## config.mk

```make
export PLATFORM = sky130hd
export DESIGN_NAME = ts_packet_pid_demux
export DESIGN_NICKNAME = d
export VERILOG_FILES = /design/src/hw/rtl/tspd_pkg.sv /design/src/hw/rtl/tspd_res_fifo.sv /design/src/hw/rtl/ts_packet_pid_demux.sv
export VERILOG_INCLUDE_DIRS = /design/src /design/src/hw/rtl
export SDC_FILE = /design/constraint.sdc
export NUM_CORES = 1
export LEC_CHECK = 0
export BUFFER_PORTS_ARGS = -buffer_cell sky130_fd_sc_hd__buf_2
export CORE_ASPECT_RATIO = 1.75
export CORE_MARGIN = 1.5
export CORE_UTILIZATION = 45
export CTS_CLUSTER_SIZE = 24
export DETAILED_ROUTE_END_ITERATION = 16
export GPL_ROUTABILITY_DRIVEN = 0
export PLACE_DENSITY_LB_ADDON = 0.15
export SETUP_SLACK_MARGIN = 0.4
export SLEW_MARGIN = 15
export SYNTH_ARGS = -nofsm -noshare
export SYNTH_HDL_FRONTEND = slang
export SYNTH_SLANG_ARGS = --single-unit
```

## constraint.sdc

```tcl
create_clock -name clk -period 5.7 [get_ports clk]
set_input_delay 1.14 -clock clk [delete_from_list [all_inputs] [get_ports clk]]
set_output_delay 1.14 -clock clk [all_outputs]
set_load 0.01 [all_outputs]
```

## src/hw/rtl/ts_packet_pid_demux_assert.svh

```systemverilog
// Assertion macros shared by the demux RTL.
`ifndef TS_PACKET_PID_DEMUX_ASSERT_SVH
`define TS_PACKET_PID_DEMUX_ASSERT_SVH

// same-cycle implication
`define TSPD_ASSERT_IMPL(label, ante, cons, msg) \
  label: assert property (@(posedge clk) disable iff (rst) (ante) |-> (cons)) \
    else $error(msg);

// next-cycle implication
`define TSPD_ASSERT_NEXT(label, ante, cons, msg) \
  label: assert property (@(posedge clk) disable iff (rst) (ante) |=> (cons)) \
    else $error(msg);

`endif

```

## src/hw/rtl/tspd_pkg.sv

```systemverilog
`timescale 1ns / 1ps

package tspd_pkg;

  localparam int NUM_FILTER_SLOTS = 4;
  localparam int SLOT_W           = 2;
  localparam int CFG_IDX_W        = $clog2(NUM_FILTER_SLOTS);
  localparam int FLT_W            = 15;
  localparam int FLT_PID_W        = 13;
  localparam int FLT_EN_BIT       = 13;
  localparam int FLT_RAW_BIT      = 14;

  localparam logic [7:0]           TS_SYNC   = 8'h47;
  localparam logic [FLT_PID_W-1:0] NULL_PID  = 13'h1FFF;
  localparam int                   PKT_BYTES = 188;
  localparam int                   HDR_BYTES = 4;

  localparam logic [7:0] POS_LAST     = 8'(PKT_BYTES - 1);
  localparam logic [7:0] POS_HDR_LAST = 8'(HDR_BYTES - 1);
  localparam logic [7:0] POS_AF_LEN   = 8'(HDR_BYTES);
  localparam logic [7:0] HEAD_OFFSET  = 8'(HDR_BYTES);

  localparam int HDR1_TEI  = 7;
  localparam int HDR1_PUSI = 6;
  localparam int HDR3_AF   = 5;
  localparam int HDR3_PAY  = 4;

  localparam int MAX_RESULTS = 4;
  localparam int PUSH_CNT_W  = $clog2(MAX_RESULTS + 1);
  localparam int OQ_DEPTH    = 8;
  localparam int OQ_IDX_W    = $clog2(OQ_DEPTH);
  localparam int OQ_CNT_W    = $clog2(OQ_DEPTH + 1);

  typedef struct packed {
    logic [7:0]        data;
    logic [SLOT_W-1:0] slot;
    logic              ustart;
    logic              cbegin;
    logic              cend;
  } res_t;

  typedef struct packed {
    logic [PUSH_CNT_W-1:0]        count;
    res_t [MAX_RESULTS-1:0]       item;
  } push_t;

endpackage

```

## src/hw/rtl/tspd_res_fifo.sv

```systemverilog
`timescale 1ns / 1ps

module tspd_res_fifo import tspd_pkg::*; (
  input  logic  clk,
  input  logic  rst,
  input  push_t push,
  output logic  room,
  output logic  out_valid,
  input  logic  out_ready,
  output res_t  head
);

  res_t                mem [OQ_DEPTH];
  logic [OQ_IDX_W-1:0] wr_ptr;
  logic [OQ_IDX_W-1:0] rd_ptr;
  logic [OQ_CNT_W-1:0] count;
  logic                pop;

  assign pop       = out_valid && out_ready;
  assign out_valid = (count != '0);
  assign room      = (count <= OQ_CNT_W'(OQ_DEPTH - MAX_RESULTS));
  assign head      = mem[rd_ptr];

  always_ff @(posedge clk) begin
    if (rst) begin
      wr_ptr <= '0;
      rd_ptr <= '0;
      count  <= '0;
    end else begin
      wr_ptr <= wr_ptr + OQ_IDX_W'(push.count);
      if (pop) begin
        rd_ptr <= rd_ptr + OQ_IDX_W'(1);
      end
      count <= count + OQ_CNT_W'(push.count) - OQ_CNT_W'(pop);
    end
  end

  always_ff @(posedge clk) begin
    for (int j = 0; j < MAX_RESULTS; j++) begin
      if (PUSH_CNT_W'(j) < push.count) begin
        mem[wr_ptr + OQ_IDX_W'(j)] <= push.item[j];
      end
    end
  end

endmodule

```

## src/hw/rtl/ts_packet_pid_demux.sv

```systemverilog
`timescale 1ns / 1ps
// Transport stream PID demultiplexer. Takes one stream byte per cycle on the
// input channel, hunts for the sync byte, frames 188-byte packets and forwards
// the bytes of packets whose PID matches an enabled filter slot (lowest slot
// wins), either as whole raw packets or as section/PES payload with the
// adaptation field removed and the pointer field applied. A byte taken in is
// held in an input register until the result queue has room, then processed,
// and its results are written to the output queue at the end of that cycle.
// A byte gives up to four results in one cycle (the raw header burst, the held
// PES prefix); an eight-entry result queue drains one result per cycle while
// out_ready is high, and the input keeps taking one byte per cycle as long as
// the queue holds four entries or fewer. The user must write filter slots
// through the configuration port only while no packet is in flight; the
// block itself does not enforce it.

`include "ts_packet_pid_demux_assert.svh"

module ts_packet_pid_demux import tspd_pkg::*; (
  input  logic                 clk,
  input  logic                 rst,
  input  logic                 cfg_we,
  input  logic [CFG_IDX_W-1:0] cfg_index,
  input  logic [FLT_W-1:0]     cfg_data,
  input  logic                 in_valid,
  output logic                 in_ready,
  input  logic [7:0]           data_byte,
  output logic                 out_valid,
  input  logic                 out_ready,
  output logic [7:0]           payload_byte,
  output logic [SLOT_W-1:0]    filter_slot,
  output logic                 unit_start,
  output logic                 chunk_begin,
  output logic                 chunk_end
);

  typedef enum logic [2:0] {
    MODE_DROP,
    MODE_RAW,
    MODE_CONT,
    MODE_PES,
    MODE_LOOK,
    MODE_SECT,
    MODE_AFWAIT
  } mode_t;

  logic [FLT_W-1:0]  flt [NUM_FILTER_SLOTS];
  logic              in_full;
  logic [7:0]        in_byte;
  logic [7:0]        pos, pos_next;
  logic [7:0]        hdr1, hdr1_next;
  logic [7:0]        hdr2, hdr2_next;
  logic [7:0]        hdr3, hdr3_next;
  logic [SLOT_W-1:0] slot, slot_next;
  mode_t             mode, mode_next;
  logic [7:0]        off, off_next;
  logic [7:0]        look [3];
  logic [7:0]        look_next [3];
  logic [7:0]        look_wr [3];
  logic [1:0]        look_cnt, look_cnt_next;
  logic [1:0]        cnt_inc;
  logic [7:0]        ptr, ptr_next;

  logic                 fire;
  logic                 oq_room;
  logic                 last;
  logic                 pusi;
  logic [FLT_PID_W-1:0] pid;
  logic                 hit;
  logic [SLOT_W-1:0]    hit_idx;
  logic                 hit_raw;
  logic [8:0]           af_off;
  logic [7:0]           rest;
  logic [7:0]           ptr_val;
  logic                 pes_hit;
  push_t                step;
  push_t                oq_push;
  res_t                 head;

  function automatic res_t mk_res(input logic [7:0] d, input logic us, input logic b,
                                  input logic e);
    res_t r;
    r.data   = d;
    r.slot   = '0;
    r.ustart = us;
    r.cbegin = b;
    r.cend   = e;
    return r;
  endfunction

  // byte k after the pointer field; the pointer splits old tail from new unit
  function automatic res_t sect_res(input logic [7:0] k, input logic [7:0] p,
                                    input logic [7:0] d, input logic lst);
    res_t r;
    if (k < p) begin
      r = mk_res(d, 1'b0, (k == '0), ((k + 8'd1) == p));
    end else begin
      r = mk_res(d, 1'b1, (k == p), lst);
    end
    return r;
  endfunction

  assign fire     = in_full && oq_room;
  assign in_ready = !in_full || fire;
  assign last     = (pos == POS_LAST);
  assign pusi     = hdr1[HDR1_PUSI];
  assign pid      = {hdr1[4:0], hdr2};

  always_comb begin
    hit     = 1'b0;
    hit_idx = '0;
    hit_raw = 1'b0;
    for (int i = NUM_FILTER_SLOTS - 1; i >= 0; i--) begin
      if (flt[i][FLT_EN_BIT] && (flt[i][FLT_PID_W-1:0] == pid)) begin
        hit     = 1'b1;
        hit_idx = SLOT_W'(i);
        hit_raw = flt[i][FLT_RAW_BIT];
      end
    end
  end

  always_comb begin
    pos_next      = pos;
    hdr1_next     = hdr1;
    hdr2_next     = hdr2;
    hdr3_next     = hdr3;
    slot_next     = slot;
    mode_next     = mode;
    off_next      = off;
    look_next     = look;
    look_cnt_next = look_cnt;
    ptr_next      = ptr;
    step          = '0;

    look_wr           = look;
    look_wr[look_cnt] = in_byte;
    cnt_inc           = look_cnt + 2'd1;
    af_off            = 9'(HDR_BYTES + 1) + {1'b0, in_byte};
    rest              = POS_LAST - off;
    ptr_val           = look_wr[0];
    pes_hit           = (cnt_inc == 2'd3) && (look_wr[0] == 8'h00) &&
                        (look_wr[1] == 8'h00) && (look_wr[2] == 8'h01);

    if (pos == '0) begin
      if (in_byte == TS_SYNC) begin
        pos_next      = 8'd1;
        mode_next     = MODE_DROP;
        off_next      = '0;
        look_cnt_next = '0;
        ptr_next      = '0;
      end
    end else begin
      pos_next = last ? '0 : pos + 8'd1;
      if (pos == 8'd1) begin
        hdr1_next = in_byte;
      end else if (pos == 8'd2) begin
        hdr2_next = in_byte;
      end else if (pos == POS_HDR_LAST) begin
        hdr3_next = in_byte;
        mode_next = MODE_DROP;
        if (!hdr1[HDR1_TEI] && (pid != NULL_PID) && hit) begin
          slot_next = hit_idx;
          if (hit_raw) begin
            mode_next    = MODE_RAW;
            step.count   = PUSH_CNT_W'(4);
            step.item[0] = mk_res(TS_SYNC, pusi, 1'b1, 1'b0);
            step.item[1] = mk_res(hdr1, pusi, 1'b0, 1'b0);
            step.item[2] = mk_res(hdr2, pusi, 1'b0, 1'b0);
            step.item[3] = mk_res(in_byte, pusi, 1'b0, 1'b0);
          end else if (in_byte[HDR3_AF]) begin
            mode_next = MODE_AFWAIT;
          end else if (in_byte[HDR3_PAY]) begin
            off_next  = HEAD_OFFSET;
            mode_next = pusi ? MODE_LOOK : MODE_CONT;
          end
        end
      end else if ((pos == POS_AF_LEN) && (mode == MODE_AFWAIT)) begin
        if (hdr3[HDR3_PAY] && (af_off < 9'(PKT_BYTES))) begin
          off_next  = af_off[7:0];
          mode_next = pusi ? MODE_LOOK : MODE_CONT;
        end else begin
          mode_next = MODE_DROP;
        end
      end else begin
        case (mode)
          MODE_RAW: begin
            step.count   = PUSH_CNT_W'(1);
            step.item[0] = mk_res(in_byte, pusi, 1'b0, last);
          end
          MODE_CONT, MODE_PES: begin
            if (pos >= off) begin
              step.count   = PUSH_CNT_W'(1);
              step.item[0] = mk_res(in_byte, (mode == MODE_PES), (pos == off), last);
            end
          end
          MODE_LOOK: begin
            if (pos >= off) begin
              look_next     = look_wr;
              look_cnt_next = cnt_inc;
              if ((cnt_inc == 2'd3) || last) begin
                if (pes_hit) begin
                  mode_next    = MODE_PES;
                  step.count   = PUSH_CNT_W'(3);
                  step.item[0] = mk_res(8'h00, 1'b1, 1'b1, 1'b0);
                  step.item[1] = mk_res(8'h00, 1'b1, 1'b0, 1'b0);
                  step.item[2] = mk_res(8'h01, 1'b1, 1'b0, last);
                end else if ((ptr_val != '0) && (ptr_val >= rest)) begin
                  mode_next = MODE_DROP;
                end else begin
                  mode_next    = MODE_SECT;
                  ptr_next     = ptr_val;
                  step.count   = PUSH_CNT_W'(cnt_inc) - PUSH_CNT_W'(1);
                  step.item[0] = sect_res(8'd0, ptr_val, look_wr[1],
                                          ((off + 8'd1) == POS_LAST));
                  step.item[1] = sect_res(8'd1, ptr_val, look_wr[2],
                                          ((off + 8'd2) == POS_LAST));
                end
              end
            end
          end
          MODE_SECT: begin
            if (pos > off) begin
              step.count   = PUSH_CNT_W'(1);
              step.item[0] = sect_res(pos - off - 8'd1, ptr, in_byte, last);
            end
          end
          default: begin
          end
        endcase
      end
    end

    for (int j = 0; j < MAX_RESULTS; j++) begin
      step.item[j].slot = slot_next;
    end
  end

  always_comb begin
    oq_push       = step;
    oq_push.count = fire ? step.count : '0;
  end

  always_ff @(posedge clk) begin
    if (rst) begin
      for (int i = 0; i < NUM_FILTER_SLOTS; i++) begin
        flt[i] <= '0;
      end
      in_full  <= 1'b0;
      pos      <= '0;
      hdr1     <= '0;
      hdr2     <= '0;
      hdr3     <= '0;
      slot     <= '0;
      mode     <= MODE_DROP;
      off      <= '0;
      look     <= '{default: '0};
      look_cnt <= '0;
      ptr      <= '0;
    end else begin
      if (cfg_we) begin
        flt[cfg_index] <= cfg_data;
      end
      if (in_valid && in_ready) begin
        in_full <= 1'b1;
        in_byte <= data_byte;
      end else if (fire) begin
        in_full <= 1'b0;
      end
      if (fire) begin
        pos      <= pos_next;
        hdr1     <= hdr1_next;
        hdr2     <= hdr2_next;
        hdr3     <= hdr3_next;
        slot     <= slot_next;
        mode     <= mode_next;
        off      <= off_next;
        look     <= look_next;
        look_cnt <= look_cnt_next;
        ptr      <= ptr_next;
      end
    end
  end

  tspd_res_fifo u_res_fifo (
    .clk       (clk),
    .rst       (rst),
    .push      (oq_push),
    .room      (oq_room),
    .out_valid (out_valid),
    .out_ready (out_ready),
    .head      (head)
  );

  assign payload_byte = head.data;
  assign filter_slot  = head.slot;
  assign unit_start   = head.ustart;
  assign chunk_begin  = head.cbegin;
  assign chunk_end    = head.cend;

  `TSPD_ASSERT_IMPL(a_hunt_silent, pos == '0, step.count == '0, "result while hunting")
  `TSPD_ASSERT_NEXT(a_pos_wrap, fire && last, pos == '0, "packet did not end at last byte")
  `TSPD_ASSERT_IMPL(a_burst_src, step.count > PUSH_CNT_W'(2), pos == POS_HDR_LAST || mode == MODE_LOOK, "unexpected burst")
  `TSPD_ASSERT_IMPL(a_room_on_push, oq_push.count != '0, oq_room, "push without queue room")

endmodule
```

Word level (Yosys, flattened, before mapping)
Memories as Yosys holds them, arrays and structs flattened. A register that Yosys moved wholly into a read port is not among the register bits.
Cells that the tools add are included.
- memory bits (writable): 164
- register bits after elaboration: 95
- logic and storage cells: 260
- output and inout port bits: 15
- memories kept: 2
- input port bits: 30
- reduce and logical (&&, ||, !) cells: 47
- add/sub/neg operators: 17
- equal/unequal tests: 37
- multiplexer cells: 119
- bitwise logic cells: 7
- $lt $le $gt $ge: 14
- memory list (name ; words ; bits a word ; rd ports ; clocked after memory_dff ; wr ports ; RTL line ; source):
    u_res_fifo.mem ; 8 ; 13 ; 1 ; 1 ; 4 ; tspd_res_fifo.sv:13 ; res_t mem [OQ_DEPTH];
    flt ; 4 ; 15 ; 4 ; 0 ; 4 ; ts_packet_pid_demux.sv:46 ; logic [FLT_W-1:0] flt [NUM_FILTER_SLOTS];
- operators by type and width (cell ; count):
    55-bit two-way mux ; 5
    8-bit two-way mux ; 25
    3-bit two-way mux ; 29
    26-bit two-way mux ; 3
    39-bit two-way mux ; 2
    32-bit two-way mux ; 2
    13-bit == test ; 4
    13-bit case mux with 4 select lines ; 1
    13-bit two-way mux ; 3
    2-bit two-way mux ; 18
    8-bit logical NOT ; 4
    1-bit two-way mux ; 26
    8-bit by 1-bit adder with 8-bit output, second input constant ; 3
    24-bit bitwise mux ; 1
    8-bit == test ; 3
    8-bit == test, second input constant ; 3
    8-bit demux with 2-bit select ; 1
    8-bit by 1-bit == test with 1-bit output, second input constant ; 2
    8-bit by 2-bit == test with 1-bit output, second input constant ; 2
    8-bit >= comparator ; 2
    1-bit logical AND ; 16
    1-bit by 8-bit < comparator with 1-bit output, first input constant ; 2
    8-bit AND reduction ; 2
    4-bit nonzero test ; 4
    other kinds (52) ; 78

Logic depth before layout (Yosys ltp)
- depth in word-level cells: 23
- depth in mapped cells: 19
- gate-level depth less buffers: 19

By module
Synthesis repeated with hierarchy kept, for this count alone.
- cell total of the unflattened synthesis: 1721
- area, all modules: 16664.7 sq um
- by module, submodules not included (module ; cells an instance ; times used ; sequential area each (sq um) ; area an instance (sq um)):
    ts_packet_pid_demux ; 945 ; 1 ; 3503.4 ; 9003.6
    tspd_res_fifo ; 776 ; 1 ; 3383.2 ; 7661.1

Least setup slack after synthesis
OpenSTA, ideal clock, no wires.
- path type: register -> register
- start point: register look_cnt[0]
- end point: memory u_res_fifo.mem[7][10] (netlist bit) (enable)
- cell stages (with the launch flop): 16
- path buffers: 1
- library setup time: 357 ps
- data required time: 5343 ps
- path slack: 1423 ps
- period minus slack after synthesis: 4277 ps
- arrival time: 3920 ps
- path through: dfxtp_1 > inv_1 > ha_1 > buf_2 > mux2i_2 > ha_1 > nand2b_1 > a211oi_1 > o221a_2 > or3_1 > nand2_2 > o41ai_4 > nand3_2 > nor4_1 > nor2_1 > nand3b_1
- RTL lines (what ; RTL line ; source):
    start: declaration ; ts_packet_pid_demux.sv:59 ; logic [1:0] look_cnt, look_cnt_next;
    start signal: assignment ; ts_packet_pid_demux.sv:277 ; look_cnt <= look_cnt_next;
    end: declaration ; tspd_res_fifo.sv:13 ;

==> metrics.txt <==
fin crit period=5.033 ns; post-cts hold buffer count=0; Final Max Tran Viols=0; largest net degree at the start of global routing=90; CP required=6.01 ns; DRC=0; Tot GR Track Use=0.3162; htree depth=1; Cell Pwr Density=257.7 nW/um^2; critical setup path kind=reg2reg; num ports=45; root buffer cell=clkbuf_16; Pre-antenna DRT Iters=6; status=finished clean; Max VDD drop=200.3 uV; Design Area, Final=18110 sq um; core box area=35410 sq um; slowest CP cell=nand3_1; cells along the critical path=inv_1 > ha_2 > mux2i_1 > inv_1 > ha_1 > o2111ai_1 > o221a_2 > nor3_1 > nor2_1 > nand2b_1 > nand2_1 > nand3_1 > mux2_2 > nand2_1 > nand2_1; DIE AREA=37280 sq um; average vias per placed instance=6.265; Mapped Area=16240 sq um; RSZ-0062 raised after global routing=no; Fin Setup TNS=0 ns; met1 usage=0.3274; drt first-iter violations=1398; critical path's largest stage delay=0.70 ns; HPWL after DPL=42.65 mm; #FFs+latches synth=258; crit path launch type=register; Yosys Warn Count=0; vias=14090; Nets=1846; worst min path class=reg2reg; Post-DP Area=17130 sq um; Initial Utilization=0.4586; # rows=91; clock insertion delay at the later pin of the skew report=0.58 ns; post-route worst setup slack=0.6667 ns; CP max FO=15; chip height=254.3 um; syn_nets=1823; reg2reg setup slack=0.67 ns; Mean Syn Cell Area=9.327 sq um; Non-Filler Instances=2249; GR peak layer=met2; Post-Place Setup Slack=0.4249 ns; clock sink total=258; placed insts=2201; Clock transition at path regs=0.07 ns; top_reg_cell synth=edfxtp_1; Synth area leaders=edfxtp_1 (29%), dfxtp_1 (13%), mux2i_1 (3.9%), ha_1 (3.8%), mux4_2 (3.6%); average wire per standard cell=26.20 um; port bufs=44; post-route ant nets=0; Die W=146.6 um; global-route wire length before repair=87.24 mm; Yosys top cell by area=edfxtp_1; fin crit share=0.8830; Syn-to-layout area delta=11.53%; Congestion Overflow GR=0; asr flop ratio synth=0; worst slew pin tran=1.096 ns; Max Root-Sink Buffers=3; Cell variety after synth=84; Hold Fails Final Rpt=0; Num CTS Buffers=26; TritonCTS clock tree=built; leakage=6.493 nW; EDFF count, synth=156; f_max=198.7 MHz; vias in the first global route=13700; post-synth top area share=0.2885; Final Setup Violations=0; initial antenna violation count=1; met2 usage=0.5717; Worst Skew=0.02121 ns; Top cell by count, worst path=nand2_1; global-route track usage on met3=0.05259; Synth Instances=1741; Setup crit end kind=register; Arr. time, crit path=5.35 ns; total routed wirelength=58.92 mm; share of layout cells above drive strength 1=0.1385; Rel. slew slack=0.2695; Max-cap violations=0; sequential area share after synthesis=0.4142
## placed cells by master, fill, tap and decap left out, types with 8 or more instances in the layout
cell type / instances
a211oi_1: 22
a21oi_1: 112
a22oi_1: 63
a31oi_1: 12
and2_1: 69
and3_1: 13
buf_2: 44
buf_4: 74
clkbuf_16: 27
dfxtp_1: 101
edfxtp_1: 156
ha_1: 48
inv_1: 60
mux2_2: 18
mux2i_1: 64
mux4_2: 26
nand2_1: 155
nand2b_1: 14
nand3_1: 62
nand4_1: 24
nor2_1: 145
nor3_1: 34
nor4_1: 20
o211ai_1: 8
o21a_1: 15
o21ai_0: 54
o21ai_1: 54
o2bb2ai_1: 11
or3_1: 19
or4_1: 8
xnor2_1: 55
xor2_1: 39
## synthesized netlist by cell type, drive strengths merged, types with 55 or more instances
library cell  count
nor2            147
o21ai           108
and2             71
a22oi            63
edfxtp          156
mux2i            65
nand3            67
a21oi           112
xnor2            55
clkbuf          100
inv              60
nand2           158
dfxtp           102
## metal layers
layer | share of wire | wire [um]
met5 | 0 | 0
met2 | 0.51 | 30120
met3 | 0.063 | 3711
met1 | 0.34 | 20020
met4 | 0.086 | 5069
## registers in the layout, summed over array words and instances, names as in the netlist, named ones only
signal             cells
look                  24
pos                    8
u_res_fifo.count       4
hdr1                   8
hdr2                   8
in_full                1
u_res_fifo.rd_ptr      3
u_res_fifo.mem       104
ptr                    8
u_res_fifo.wr_ptr      3
mode                   3
off                    8
in_byte                8
hdr3                   1
flt                   60
look_cnt               2
slot                   2
## critical path, delay by kind of cell (launching register included)
family / cells / cell delay (ns)
and+or+nand+nor: 7 / 2.26
adders and majority gates: 2 / 0.71
muxes: 2 / 0.68
AOI/OAI and AO/OA: 2 / 0.43
DFF: 1 / 0.39
buffers and inverters: 2 / 0.29
## worst paths after layout
check | startpoint | end | cells after the start
worst max-delay path | look_cnt[0] | u_res_fifo.mem[6][5] | 15
worst min-delay path | hdr1[7] | hdr1[7] | 2
worst max register to register | look_cnt[0] | u_res_fifo.mem[6][5] | 15
worst min register to register | hdr1[7] | hdr1[7] | 2
## where the power goes
| part | internal (W) | leakage, nW | switching [W] |
|---|---|---|---|
| Clock | 0.00114 | 0.455 | 0.000783 |
| Sequential | 0.00203 | 2.32 | 0.0000968 |
| Combinational | 0.000286 | 3.72 | 0.000333 |
## area by class of cell
type	instances	area (sq um)
antenna	1	2.502
clock buffer	36	739.5
clock inverter	11	197.7
fill	3268	17300
inverter	60	225.2
multi-input combinational	1300	8860
sequential	258	6728
tap	465	581.8
timing repair buffer	118	775.7
## logic make-up (layout without fill, tap and decap cells)
family	after synthesis	count (layout)	synth area share
compound gates	415	415	0.1636
xor+xnor	94	94	0.05070
fa+ha+maj	52	52	0.04146
buf+inv	183	225	0.04338
flops	258	258	0.4142
mux	110	110	0.08954
other cells	0	1	0
simple gates	629	629	0.1971
## metrics by stage
step / utilization / hold WS, ns / power (W)
floorplan: - / 0.4311 / 0.002545
CTS: 0.5102 / 0.4686 / 0.004683
detailed placement: 0.4837 / 0.4593 / 0.002775
global route: 0.5114 / 0.4918 / 0.004793
global placement: 0.4837 / 0.4561 / 0.002767
finish: 0.5114 / 0.4679 / 0.004666
## repair_timing
action / in CTS / in global routing
setup endpoints to repair: 8 / 95
endpoints found under the hold margin: 0 / 0
gates resized for setup: 1 / 8
buffers inserted: 0 / 0
Power figures use the tool's default switching activity.
